<file path="config.mk">
export PLATFORM = sky130hd
export DESIGN_NAME = bpc_merge
export DESIGN_NICKNAME = d
export VERILOG_FILES = /design/src/rtl/bpc_pkg.sv /design/src/rtl/bpc_merge.sv
export SDC_FILE = /design/constraint.sdc
export NUM_CORES = 1
export LEC_CHECK = 0
export BUFFER_PORTS_ARGS = -buffer_cell sky130_fd_sc_hd__buf_4
export CAP_MARGIN = 10
export CORE_UTILIZATION = 45
export DETAILED_ROUTE_END_ITERATION = 6
export GPL_ROUTABILITY_DRIVEN = 0
export PLACE_DENSITY = 0.75
export SLEW_MARGIN = 30
export SYNTH_ARGS = -nofsm -noshare
export SYNTH_HDL_FRONTEND = slang
export SYNTH_SLANG_ARGS = --single-unit
export TNS_END_PERCENT = 10
</file>
<file path="constraint.sdc">
create_clock -name clk -period 7.63 [get_ports clk]
set_clock_uncertainty 0.1 [all_clocks]
set_input_delay 1.1445 -clock clk [delete_from_list [all_inputs] [get_ports clk]]
set_output_delay 1.1445 -clock clk [all_outputs]
set_load 0.05 [all_outputs]
</file>
<file path="src/rtl/bpc_pkg.sv">
// Shared types and constants for the BCH Peterson/Chien decoder.
// No dependencies; imported by the top level, the locator, the merge stage and the bench.
`timescale 1ns / 1ps
package bpc_pkg;
	localparam int WORD_BITS = 31;
	localparam int CNT_BITS  = 3;
	localparam int CNT_MAX   = 7;

	typedef logic [WORD_BITS-1:0] word_t;
	typedef logic [CNT_BITS-1:0]  cnt_t;
	typedef logic [2:0]           tcap_t;
	typedef logic [6:0]           fpoly_t;

	// Configuration register indexes (byte address / 4)
	typedef enum logic {
		REG_MAX_CORRECT = 1'b0,
		REG_FIELD_POLY  = 1'b1
	} reg_idx_t;

	localparam tcap_t  MAX_CORRECT_RST = 3'd3;
	localparam fpoly_t FIELD_POLY_RST  = 7'd37;

	localparam tcap_t T_ONE   = 3'd1;
	localparam tcap_t T_TWO   = 3'd2;
	localparam tcap_t T_THREE = 3'd3;
	localparam tcap_t T_FOUR  = 3'd4;
endpackage

</file>
<file path="src/rtl/bpc_merge.sv">
// Merge stage: flips the bit of every root the lanes found and counts roots.
// Depends on bpc_pkg.
`timescale 1ns / 1ps
module bpc_merge #(
	parameter int M = 5
) (
	input  logic               clk,
	input  logic               en,
	input  logic [(2**M)-2:0]  root,
	input  bpc_pkg::word_t     word_in,
	output bpc_pkg::word_t     corrected_word,
	output bpc_pkg::cnt_t      error_count
);
	import bpc_pkg::*;

	localparam int N  = (2**M) - 1;
	localparam int CW = $clog2(N + 1);

	word_t         flip;
	logic [CW-1:0] sum;

	// root alpha^e marks position (n - e) mod n
	always_comb begin
		flip = '0;
		sum  = '0;
		for (int e = 0; e < N; e++) begin
			if (((N - e) % N) < WORD_BITS) flip[(N - e) % N] = flip[(N - e) % N] ^ root[e];
			sum = sum + CW'(root[e]);
		end
	end

	always_ff @(posedge clk) begin
		if (en) begin
			corrected_word <= word_in ^ flip;
			error_count    <= (sum > CW'(CNT_MAX)) ? cnt_t'(CNT_MAX) : cnt_t'(sum);
		end
	end
endmodule

</file>
==> flow_summary.html <==
<table>
<tr><th>Metric</th><th>Value</th></tr>
<tr><th colspan="2">Setup path</th></tr>
<tr><td>Start-to-end type of the worst setup path</td><td>input pin to flop</td></tr>
<tr><td>Crit path DAT</td><td>5800 ps</td></tr>
<tr><td>Critical path launch point type</td><td>input pin</td></tr>
<tr><td>Critical path endpoint category</td><td>flop</td></tr>
<tr><td>Required time at the worst-slack endpoint</td><td>7550 ps</td></tr>
<tr><td>Highest net fanout along the worst path</td><td>3</td></tr>
<tr><th colspan="2">Clock tree</th></tr>
<tr><td>Clock tree from TritonCTS</td><td>yes</td></tr>
<tr><td>Post-CTS setup buffers</td><td>0</td></tr>
<tr><td>Number of buffers on the longest clock path</td><td>2</td></tr>
<tr><td>Number of H-tree branching levels</td><td>2</td></tr>
<tr><td>Number of CTS-inserted buffers</td><td>5</td></tr>
<tr><td>CTS clock-pin slew for the worst setup and hold paths</td><td>70 ps</td></tr>
<tr><td>CTS Root Cell</td><td>sky130_fd_sc_hd__clkbuf_8</td></tr>
<tr><td>Number of hold buffers added after cts</td><td>0</td></tr>
<tr><td>CTS resizes</td><td>0</td></tr>
<tr><td>Num Clock Sinks</td><td>34</td></tr>
<tr><th colspan="2">Worst hold path</th></tr>
<tr><td>Class of the worst hold path</td><td>input pin to flop</td></tr>
<tr><td>Number of cells on the worst hold path</td><td>2</td></tr>
<tr><th colspan="2">Routing</th></tr>
<tr><td>Mean number of vias per cell</td><td>4.57</td></tr>
<tr><td>Post-DR wirelength/cell</td><td>12.0 um</td></tr>
<tr><td>Final antenna-violating net count</td><td>0</td></tr>
<tr><td>Starting DRT DRC Count</td><td>60</td></tr>
<tr><td>Total number of vias</td><td>1399</td></tr>
<tr><td>Routed Wire Length</td><td>about 3700 um</td></tr>
<tr><td>DRC Markers</td><td>0</td></tr>
<tr><td>Drt first pass iters</td><td>4</td></tr>
<tr><th colspan="2">Layout</th></tr>
<tr><td>Area occupied by registers</td><td>1020 um2</td></tr>
<tr><td>Share of cells above drive strength 1</td><td>0.406</td></tr>
<tr><td>Area growth, synth to finish</td><td>42.3%</td></tr>
<tr><td>Total area of multi-input combinational cells</td><td>893 um2</td></tr>
<tr><td>Inserted Diodes</td><td>0</td></tr>
<tr><td>Design area</td><td>approximately 2900 um2</td></tr>
<tr><td>Fin nets</td><td>347</td></tr>
<tr><td>Final core utilization</td><td>0.671</td></tr>
<tr><td>Number of fillers in the final layout</td><td>339</td></tr>
<tr><th colspan="2">STA</th></tr>
<tr><td>RSZ-0062 raised after global routing</td><td>no</td></tr>
<tr><td>Setup-violating endpoint count in the final report</td><td>0</td></tr>
<tr><td>Final critical delay including setup and external delays</td><td>5880 ps</td></tr>
<tr><td>Fmax achieved</td><td>170 MHz</td></tr>
<tr><td>Post-route fraction of the period consumed by the critical path</td><td>0.770</td></tr>
<tr><td>Pin slew with the least headroom to its limit</td><td>438 ps</td></tr>
<tr><td>Slew Limit Headroom</td><td>0.708</td></tr>
<tr><td>Total negative slack for setup checks</td><td>0 ps</td></tr>
<tr><td>Final Hold Fails</td><td>0</td></tr>
<tr><td>Post-route worst setup slack</td><td>1750 ps</td></tr>
<tr><td>Number of pins with negative max-slew slack in the final report</td><td>0</td></tr>
<tr><th colspan="2">Global routing</th></tr>
<tr><td>Grt met2 use</td><td>0.288</td></tr>
<tr><td>Pin count of the biggest net entering global routing</td><td>35</td></tr>
<tr><td>Number of antenna violations at the first check in global routing</td><td>0</td></tr>
<tr><td>Aggregate global routing overflow</td><td>0</td></tr>
<tr><td>Global-route usage over all layers</td><td>0.168</td></tr>
<tr><td>Met3 capacity usage during global routing</td><td>0.0756</td></tr>
<tr><td>Wire length of the first global-routing pass</td><td>about 6400 um</td></tr>
<tr><td>Vias in the first global route</td><td>about 1600</td></tr>
<tr><td>Most crowded layer after global routing</td><td>met2</td></tr>
<tr><td>Met1 Track Usage GR</td><td>0.184</td></tr>
<tr><th colspan="2">Synthesis</th></tr>
<tr><td>Post-synth cell types</td><td>12</td></tr>
<tr><td>Number of synthesized flops with an enable pin</td><td>34</td></tr>
<tr><td>Most frequent cells after synthesis</td><td>41 x sky130_fd_sc_hd__inv_1, 34 x sky130_fd_sc_hd__edfxtp_1, 32 x sky130_fd_sc_hd__xor2_1</td></tr>
<tr><td>Seq cells post-synth</td><td>34</td></tr>
<tr><td>Dominant register cell in the synthesized netlist</td><td>sky130_fd_sc_hd__edfxtp_1</td></tr>
<tr><td>Area share of the leading cell type in the synthesized netlist</td><td>0.494</td></tr>
<tr><td>Async set-reset flop share out of synthesis</td><td>0</td></tr>
<tr><td>Top cells by area in the synthesized netlist</td><td>sky130_fd_sc_hd__edfxtp_1 49%, sky130_fd_sc_hd__fa_1 22%, sky130_fd_sc_hd__xor2_1 14%</td></tr>
<tr><td>Number of instances in the synthesized netlist</td><td>around 150</td></tr>
<tr><td>Yosys synthesis warning count</td><td>0</td></tr>
<tr><td>Cell taking the most area after synthesis</td><td>sky130_fd_sc_hd__edfxtp_1</td></tr>
<tr><td>Syn nets</td><td>243</td></tr>
<tr><td>Synth Area per Inst</td><td>approximately 14 um2</td></tr>
<tr><td>Post-Synthesis Cell Area</td><td>between 2000 and 2500 um2</td></tr>
<tr><td>Sequential area share after synthesis</td><td>0.494</td></tr>
<tr><td>Library cell with the highest instance count after synthesis</td><td>sky130_fd_sc_hd__inv_1</td></tr>
<tr><th colspan="2">Power and ir drop</th></tr>
<tr><td>Power per unit of standard cell area</td><td>~350 nW/um2</td></tr>
<tr><td>Static Leak</td><td>1.44 nW</td></tr>
<tr><td>Peak supply drop</td><td>between 0.15 and 0.2 mV</td></tr>
<tr><td>Sum of internal, switching and leakage power</td><td>0.00102 W</td></tr>
<tr><th colspan="2">Place</th></tr>
<tr><td>Placed cell area</td><td>2860 um2</td></tr>
<tr><td>Worst Setup Slack post-DPL</td><td>around 1400 ps</td></tr>
<tr><td>Number of input and output port buffers inserted</td><td>97</td></tr>
<tr><td>Placed wire-length estimate after detailed placement</td><td>roughly 3100 um</td></tr>
<tr><th colspan="2">Die</th></tr>
<tr><td>Core ar.</td><td>approximately 4400 um2</td></tr>
<tr><td>Die Outline Area</td><td>4870 um2</td></tr>
<tr><td>Initial Utilization</td><td>0.472</td></tr>
<tr><td>Die boundary height</td><td>69.8 um</td></tr>
<tr><td>Cell row count</td><td>24</td></tr>
<tr><td>Die X</td><td>69.8 um</td></tr>
<tr><td>Ports</td><td>98</td></tr>
<tr><th colspan="2">Run status</th></tr>
<tr><td>Status</td><td>complete, no violations</td></tr>
<tr><th colspan="2">Job</th></tr>
<tr><td>Number of max-capacitance violations reported</td><td>0</td></tr>
</table>
power breakdown:
part           internal [W]  switching, W  total [W]
sequential         0.000256    0.00000692   0.000263
clock             0.0000627     0.0000619   0.000125
combinational      0.000270      0.000365   0.000635
total              0.000589      0.000434    0.00102
layout by cell type (no fill, tap or decap), drive strengths merged:
| master | n |
|---|---|
| clkbuf | 6 |
| fa | 23 |
| nand3 | 3 |
| clkinv | 2 |
| nand2 | 1 |
| nand2b | 1 |
| nor2 | 2 |
| ha | 7 |
| xor2 | 32 |
| o21ai | 1 |
| inv | 41 |
| edfxtp | 34 |
| buf | 97 |
| xnor2 | 2 |
| a21oi | 2 |
critical path, stage by stage:
cell and delay (ps):
sky130_fd_sc_hd__buf_4 120, sky130_fd_sc_hd__fa_1 520, sky130_fd_sc_hd__inv_1 50, sky130_fd_sc_hd__fa_1 510
sky130_fd_sc_hd__inv_1 50, sky130_fd_sc_hd__fa_1 480, sky130_fd_sc_hd__inv_1 50, sky130_fd_sc_hd__fa_1 450
sky130_fd_sc_hd__fa_1 540, sky130_fd_sc_hd__fa_1 430, sky130_fd_sc_hd__fa_1 420, sky130_fd_sc_hd__fa_1 420
sky130_fd_sc_hd__nand2b_1 160, sky130_fd_sc_hd__a21oi_1 150, sky130_fd_sc_hd__xnor2_1 180, sky130_fd_sc_hd__nand3_1 110
through the flow:
step | cells | hold slack [ps]
floorplan | 149 | 1160
global placement | 298 | 1350
detailed placement | 298 | 1350
CTS | 306 | 1050
global route | 306 | 1040
finish | 306 | 1060
logic make-up after synthesis:
group / Yosys count / synth area share
buf+inv: 41 / 0.0744
compound gates: 3 / 0.00726
xor+xnor: 34 / 0.144
simple gates: 7 / 0.0157
flops: 34 / 0.494
fa+ha+maj: 30 / 0.265
state kept, by name, summed over array words and instances, names as in the netlist:
signal / count
corrected_word: 31
error_count: 3
final cells by class:
| type | instances | area share |
|---|---|---|
| Timing Repair Buffer | 97 | 0.247 |
| Multi-Input combinational cell | 74 | 0.304 |
| Clock buffer | 6 | 0.0247 |
| Tap cell | 52 | 0.0221 |
| Inverter | 41 | 0.0523 |
| Sequential cell | 34 | 0.347 |
| Clock inverter | 2 | 0.00298 |
per-layer routing:
layer | routed length (um) | vias up
li1 | - | 660
met1 | 1290 | 653
met2 | 1920 | 76
met3 | 408 | 10
met4 | 64 | 0
met5 | 0 | -
final timing paths:
kind,from,endpoint,slack [ps]
min,word_in[8],corrected_word[8],1060
max,root[17],error_count[0],1750
(Power assumes the default switching activity.)
