**config.mk**
```make
export PLATFORM = sky130hd
export DESIGN_NAME = bpc_lane
export DESIGN_NICKNAME = d
export VERILOG_FILES = /design/src/rtl/bpc_lane.sv
export SDC_FILE = /design/constraint.sdc
export NUM_CORES = 1
export LEC_CHECK = 0
export BUFFER_PORTS_ARGS = -buffer_cell sky130_fd_sc_hd__buf_2
export CORE_UTILIZATION = 65
export DETAILED_ROUTE_END_ITERATION = 16
export PLACE_DENSITY = 0.89
export SYNTH_ARGS = -nofsm -noshare
export SYNTH_HDL_FRONTEND = slang
export SYNTH_SLANG_ARGS = --single-unit
```
**constraint.sdc**
```tcl
create_clock -name clk -period 8.19 [get_ports clk]
set_clock_uncertainty 0.15 [all_clocks]
set_input_delay 0.4095 -clock clk [delete_from_list [all_inputs] [get_ports clk]]
set_output_delay 0.4095 -clock clk [all_outputs]
set_load 0.03 [all_outputs]
```
**src/rtl/bpc_lane.sv**
```systemverilog
// One Chien search lane: evaluates the locator at one field element.
// Standalone; the top level instantiates one lane per element.
`timescale 1ns / 1ps
module bpc_lane #(
	parameter int M = 5
) (
	input  logic              clk,
	input  logic              en,
	input  logic [M-1:0]      poly,
	input  logic [3:0][M-1:0] lam,
	input  logic [M-1:0]      x,
	output logic              root_s1
);
	logic [M-1:0]      v;
	logic [3:0][M-1:0] pw_q;

	function automatic logic [M-1:0] gmul(input logic [M-1:0] a, input logic [M-1:0] b,
			input logic [M-1:0] pl);
		logic [M-1:0] r;
		logic [M-1:0] s;
		r = '0;
		s = a;
		for (int i = 0; i < M; i++) begin
			if (b[i]) r = r ^ s;
			s = {s[M-2:0], 1'b0} ^ (s[M-1] ? pl : '0);
		end
		return r;
	endfunction

	// powers x, x^2, x^3, x^4 by multiplication; x and x^2 are registered from the
	// table entry, x^3 and x^4 from the registered x and x^2, well before a word reaches the lanes
	always_ff @(posedge clk) begin
		pw_q[0] <= x;
		pw_q[1] <= gmul(x, x, poly);
		pw_q[2] <= gmul(pw_q[1], pw_q[0], poly);
		pw_q[3] <= gmul(pw_q[1], pw_q[1], poly);
	end

	// 1 + L1 x + L2 x^2 + L3 x^3 + L4 x^4
	always_comb begin
		v = {{(M-1){1'b0}}, 1'b1};
		for (int k = 0; k < 4; k++) v = v ^ gmul(lam[k], pw_q[k], poly);
	end

	always_ff @(posedge clk) begin
		if (en) root_s1 <= (v == '0);
	end
endmodule

```
==> results.md, run 1 <==
- Status: finished, final reports clean
- Gp weighted congestion: between 0.9 and 1
- Fillers: 692
- Total CTS buffers: 3
- Seq/Total Area, Yosys: 0.0747
- Cell taking the most area after synthesis: xnor2_1
- Dpl hpwl: 11500 µm
- Synthesized instance count: 815
- Synth top area share: 0.184
- Vias in the first global route: around 5.3k
- Die ar.: 9240 µm²
- Total track usage: 0.352
- Yosys warning count: 0
- Later-pin clock latency in the skew report: around 0.27 ns
- Busiest metal layer after global routing: met2
- Die height: just under 100 µm
- Hold WC Path Type: in2reg
- Pwr Density: 337 nW/µm²
- Met2 demand-to-capacity share in global routing: 0.602
- Largest net degree at the start of global routing: 80
- Synthesis-stage register bit count: 21
- Post-synth ARST share: 0
- Die X: 96.1 µm
- Hold Fails Final Rpt: 0
- Antenna Violating Nets Remaining: 0
- Total negative slack: 0 ns
- Number of flops mapped to enable cells by yosys: 1
- DRT iter0 DRCs: 560
- Worst vdd ir: 0.267 mV
- Clk pwr share: 0.037
- Slew Viols, Final: 0
- Initial core utilization: 0.687
- Routed vias: 5627
- Max Cap Viol: 0
- Area Overhead vs Synth: 0.282%
- WS Path Type: in2reg
- Switching power: 892 µW
- Hold-fix buffers, CTS: 0
- Seq pwr share: 0.131
- Synth Cell Area: 5760 µm²
- Post-synthesis cell type count: 70
- Pre-antenna DRT Iters: 5
- Tcrit/Tclk final: 0.508
- Slew margin rel.: 0.310
- IO buf count: 32
- DRC: 0
- Worst Path Arrival: 4.04 ns
- Maximum root-to-sink buffer count: 2
- Fmax: 240 MHz
- CP endpoint kind: register
- Commonest non-fill, non-tap cell in the layout: nand2_1
- Top_reg_cell synth: dfxtp_1
- CP required: 8.07 ns
- Logic gate share of total power: 0.832
- DRT Wirelength: 15600 µm
- Core Area: 8380 µm²
- Grt ovf: 0
- Tmin final: about 4.2 ns
- Post-CTS Resized: 0
- Hold WS: 0.193 ns
- Dominant cells by area after synthesis: xnor2_1 18%, nand2_1 11%, xnor3_1 7.8%, dfxtp_1 7.0%, xor2_1 6.5%
- I/O pin count: 33
- Synth Area per Inst: 7.07 µm²
- GR Util met1: 0.446
- Setup violators final: 0
- Post-CTS Setup Inserts: 0
- Row count: 33
- Diodes inserted: 0
- CTS tree: done
- Synth Net Count: 847
- Crit start category: input pin
- Root buffer cell: clkbuf_8
- Initial antenna violation count: 0
- Max FO, Critical Path: 46
- Worst slew pin tran: 1.03 ns
- GR Layer Usage met3: 0.0292
- Int Power: 1.05 mW
- Routed WL per cell: 17.6 µm
- Post-layout nets: 814
- First-pass GRT wire length: 25300 µm
- H-tree Lvls: 1
- Most frequent cells in the layout: 170 x nand2_1, 121 x xnor2_1, 61 x o21ai_0
- Static leakage: approximately 2.4 nW
- FF-to-FF setup slack: 4.11 ns
- Switching Share: 0.459
- CTS sink count: 21
- Fraction of layout cells with a size suffix above 1: 0.0743
- Avg Vias per Cell: 6.35
- Clock Pin Slew Worst Setup and Hold Paths: 0.08 ns
- RSZ-0062 raised after global routing: false
cell families (layout without fill, tap and decap cells):
logic type / Yosys count / in the layout / share of synthesized area
AOI/OAI and AO/OA: 188 / 188 / 0.213
xor gates and xnor gates: 189 / 189 / 0.344
buffers and inverters: 81 / 47 / 0.0641
DFF: 21 / 21 / 0.0747
muxes: 18 / 18 / 0.0317
and+or+nand+nor: 318 / 318 / 0.272
path summary, 6_finish.rpt:
path         startpoint  endpoint  cells past startpoint
max             poly[3]   root_s1                     11
min                  en   root_s1                      1
max reg2reg     pw_q[9]  pw_q[17]                     10
min reg2reg     pw_q[5]  pw_q[10]                      2
stage by stage:
stage / total power, mW / setup WS (ns) / util / instance area, µm² / cells
after global routing: 2.08 / 3.73 / 0.689 / 5780 / 886
after global placement: 1.80 / 4.00 / 0.684 / 5730 / 882
after CTS: 1.92 / 4.14 / 0.689 / 5780 / 886
final: 1.94 / 4.03 / 0.689 / 5780 / 886
after detailed placement: 1.84 / 3.86 / 0.684 / 5730 / 882
after floorplan: 1.58 / 5.00 / - / 5760 / 815
per-layer routing:
layer / routed length, µm / part of all wire
met1: 6500 / 0.42
met2: 7360 / 0.47
met3: 1120 / 0.072
met4: 634 / 0.041
met5: 0 / 0
critical path, cell delays in order:
cell and delay [ns]:
buf_2 0.60, inv_1 0.48, o211ai_1 0.32, xor2_1 0.61, a21oi_1 0.18, o21ai_0 0.27, xor2_1 0.17, xnor3_1 0.40
xnor3_1 0.39, nor2_1 0.04, and4_1 0.14
registers in the layout, indices dropped and copies added, names as in the netlist:
signal,cells
pw_q,20
root_s1,1
cells in the mapped netlist (3+ instances only):
cell type / n
a21boi_0: 11
a21boi_1: 5
a21o_1: 7
a21oi_1: 32
a22o_1: 4
a32o_1: 3
a32oi_1: 3
and2_1: 10
and3_1: 10
and3b_1: 8
and4_1: 4
buf_1: 3
buf_2: 19
buf_4: 5
clkbuf_1: 42
dfxtp_1: 20
inv_1: 9
mux2i_1: 16
nand2_1: 170
nand2b_1: 16
nand3_1: 25
nand3b_1: 10
nand4bb_1: 4
nor2_1: 21
nor2b_1: 5
nor3_1: 9
nor3_2: 4
nor3b_1: 4
o211ai_1: 11
o21a_1: 18
o21ai_0: 61
o21ai_1: 7
o22ai_1: 5
or2_2: 4
or3_1: 3
xnor2_1: 121
xnor3_1: 20
xor2_1: 43
power groups by stage:
stage                     sequential (mW)  clock, mW  combinational [mW]
after floorplan                     0.184          0                1.40
after global placement              0.246          0                1.55
after detailed placement            0.250          0                1.59
after CTS                           0.248     0.0714                1.60
after global routing                0.258     0.0758                1.74
final                               0.255     0.0710                1.62
area by class of cell:
| type | instances | area (µm²) | area share |
|---|---|---|---|
| Inverter | 9 | 33.8 | 0.00585 |
| Clock buffer | 4 | 45.0 | 0.00780 |
| Multi-Input combinational cell | 713 | 4960 | 0.859 |
| Tap cell | 105 | 131 | 0.0227 |
| Timing Repair Buffer | 34 | 175 | 0.0303 |
| Sequential cell | 21 | 430 | 0.0745 |
(Power assumes the default switching activity.)
==> run 2, diff against run 1 <==
--- a/config.mk
+++ b/config.mk
@@ -6,9 +6,9 @@
 export NUM_CORES = 1
 export LEC_CHECK = 0
 export BUFFER_PORTS_ARGS = -buffer_cell sky130_fd_sc_hd__buf_2
-export CORE_UTILIZATION = 65
+export CORE_UTILIZATION = 58
 export DETAILED_ROUTE_END_ITERATION = 16
-export PLACE_DENSITY = 0.89
+export PLACE_DENSITY = 0.84
 export SYNTH_ARGS = -nofsm -noshare
 export SYNTH_HDL_FRONTEND = slang
 export SYNTH_SLANG_ARGS = --single-unit
==> constraint.sdc (replaced) <==
create_clock -name clk -period 3.8 [get_ports clk]
set_clock_uncertainty 0.15 [all_clocks]
set_input_delay 0.19 -clock clk [delete_from_list [all_inputs] [get_ports clk]]
set_output_delay 0.19 -clock clk [all_outputs]
set_load 0.03 [all_outputs]
==> results.md, run 2 (same netlist as run 1, synthesis figures left out) <==
- Largest net degree at the start of global routing: 32
- Gp weighted congestion: about 0.96
- Placed cell count: 932
- Antenna Violating Nets Remaining: 0
- CP required: 3.69 ns
- Pwr Density: 705 nW/µm²
- DRT iter0 DRCs: 576
- Worst setup path start: poly[4]
- Worst vdd ir: ~0.69 mV
- Total negative slack: 0 ns
- Slew margin rel.: 0.579
- Largest regs: pw_q x20, root_s1 x1
- Die height: between 100 and 150 µm
- Register Area: 430 µm²
- FF-to-FF setup slack: 0.57 ns
- Area Overhead vs Synth: 4.30%
- Fmax: ~300 MHz
- Worst slew pin tran: between 0.6 and 0.7 ns
- Clock Pin Slew Worst Setup and Hold Paths: 0.09 ns
- Worst Path Arrival: 3.23 ns
- Fraction of layout cells with a size suffix above 1: 0.100
- Die X: around 100 µm
- Die ar.: 10300 µm²
- Crit start category: input pin
- Dpl hpwl: about 12000 µm
- Initial core utilization: 0.595
- Pre-antenna DRT Iters: 6
- Routed WL per cell: 17.2 µm
- Area occupied by multi-input gates: 4960 µm²
- DP Worst Slack: 0.228 ns
- Critical Path End: root_s1
- First-pass GRT wire length: ~26000 µm
- Max Cap Viol: 0
- Row count: 36
- IO buf count: 32
- Fin worst setup slack: 0.465 ns
- Maximum root-to-sink buffer count: 2
- Biggest register: pw_q
- Hold Fails Final Rpt: 0
- Hold WC Path Type: in2reg
- Fin area: 6010 µm²
- Grt ovf: 0
- Fillers: about 870
- Diodes inserted: 0
- Slew Viols, Final: 0
- Total CTS buffers: 3
- Initial antenna violation count: 0
- Post-CTS Setup Inserts: 0
- Max FO, Critical Path: 31
- DRC: 0
- Later-pin clock latency in the skew report: 0.28 ns
- Routed vias: around 5.8k
- CP endpoint kind: register
- Root buffer cell: clkbuf_8
- FF-to-FF Start: pw_q[1]
- Tcrit/Tclk final: 0.878
- Avg Vias per Cell: between 6 and 7
- Max FFs per register: 20
- Commonest non-fill, non-tap cell in the layout: nand2_1
- R2r endpoint: root_s1
- Post-layout nets: 839
- Placed cell area: 5930 µm²
- I/O pin count: 33
- Core Area: 9680 µm²
- Most frequent cells in the layout: 170 x nand2_1, 121 x xnor2_1, 61 x o21ai_0
- Vias in the first global route: 5205
- Setup violators final: 0
- FF-to-FF path depth: 9
- DRT Wirelength: 16200 µm
- RSZ-0062 raised after global routing: false
- H-tree Lvls: 1
- Total track usage: 0.326
- Tmin final: 3.33 ns
- CTS tree: done
- Final Instance Count excl. Fillers: between 900 and 1k
- Status: finished, final reports clean
- CTS sink count: 21
- Static leakage: 2.47 nW
- WS Path Type: in2reg
==> run 2: power by group <==
part / leakage, nW / internal (mW) / switching, mW
clock network: 0.0255 / 0.0735 / 0.0820
logic: 2.27 / 1.93 / 1.63
registers: 0.179 / 0.332 / 0.189
total: 2.47 / 2.33 / 1.90
==> run 2: worst min path at each step <==
stage / cells past startpoint / endpoint / slack [ns] / start
6_report: 1 / pw_q[3] / 0.004 / x[3]
3_5_place_dp: 1 / root_s1 / 0.26 / en
3_3_place_gp: 1 / pw_q[0] / 0.26 / x[0]
4_1_cts: 1 / pw_q[2] / 0.0002 / x[2]
5_1_grt: 1 / pw_q[3] / 0.009 / x[3]
2_1_floorplan: 0 / pw_q[0] / 0.07 / x[0]
==> run 2: critical path, stage by stage <==
cell and delay (ns):
buf_2 0.50, mux2i_1 0.33, o211a_2 0.30, mux2i_1 0.32, xnor2_1 0.17, xnor3_1 0.43, xnor2_1 0.18, xnor3_1 0.43
nand2_1 0.10, xnor2_1 0.07, and4_1 0.20
==> run 2: cell type report <==
cell class                 instances  share of cell area
clock inverter                     1            0.000833
multi-input combinational        713               0.826
inverter                           9             0.00562
timing repair buffer              59              0.0617
clock buffer                       3             0.00687
tap                              133              0.0277
sequential                        21              0.0717
==> run 2: metrics by stage <==
| stage | utilization | total power, mW | hold WS (ns) |
|---|---|---|---|
| after CTS | 0.620 | 4.20 | 0.000211 |
| after floorplan | - | 3.41 | 0.0677 |
| after global routing | 0.620 | 4.55 | 0.00929 |
| after global placement | 0.612 | 3.96 | 0.258 |
| after detailed placement | 0.612 | 4.04 | 0.260 |
| final | 0.620 | 4.23 | 0.00426 |
==> run 2: repair_timing <==
action                                 in CTS  in global routing
endpoints found under the hold margin       3                  0
resized for setup                           0                  0
hold buffers                                3                  0
setup endpoints to repair                   0                  0
==> run 2: layer usage <==
layer | global-route usage | vias up | routed length (µm)
met5 | 0 | - | 0
met1 | 0.425 | 2702 | 6710
met4 | 0.151 | 0 | 526
met3 | 0.0283 | 43 | 1350
met2 | 0.547 | 260 | 7590
li1 | - | 2753 | -
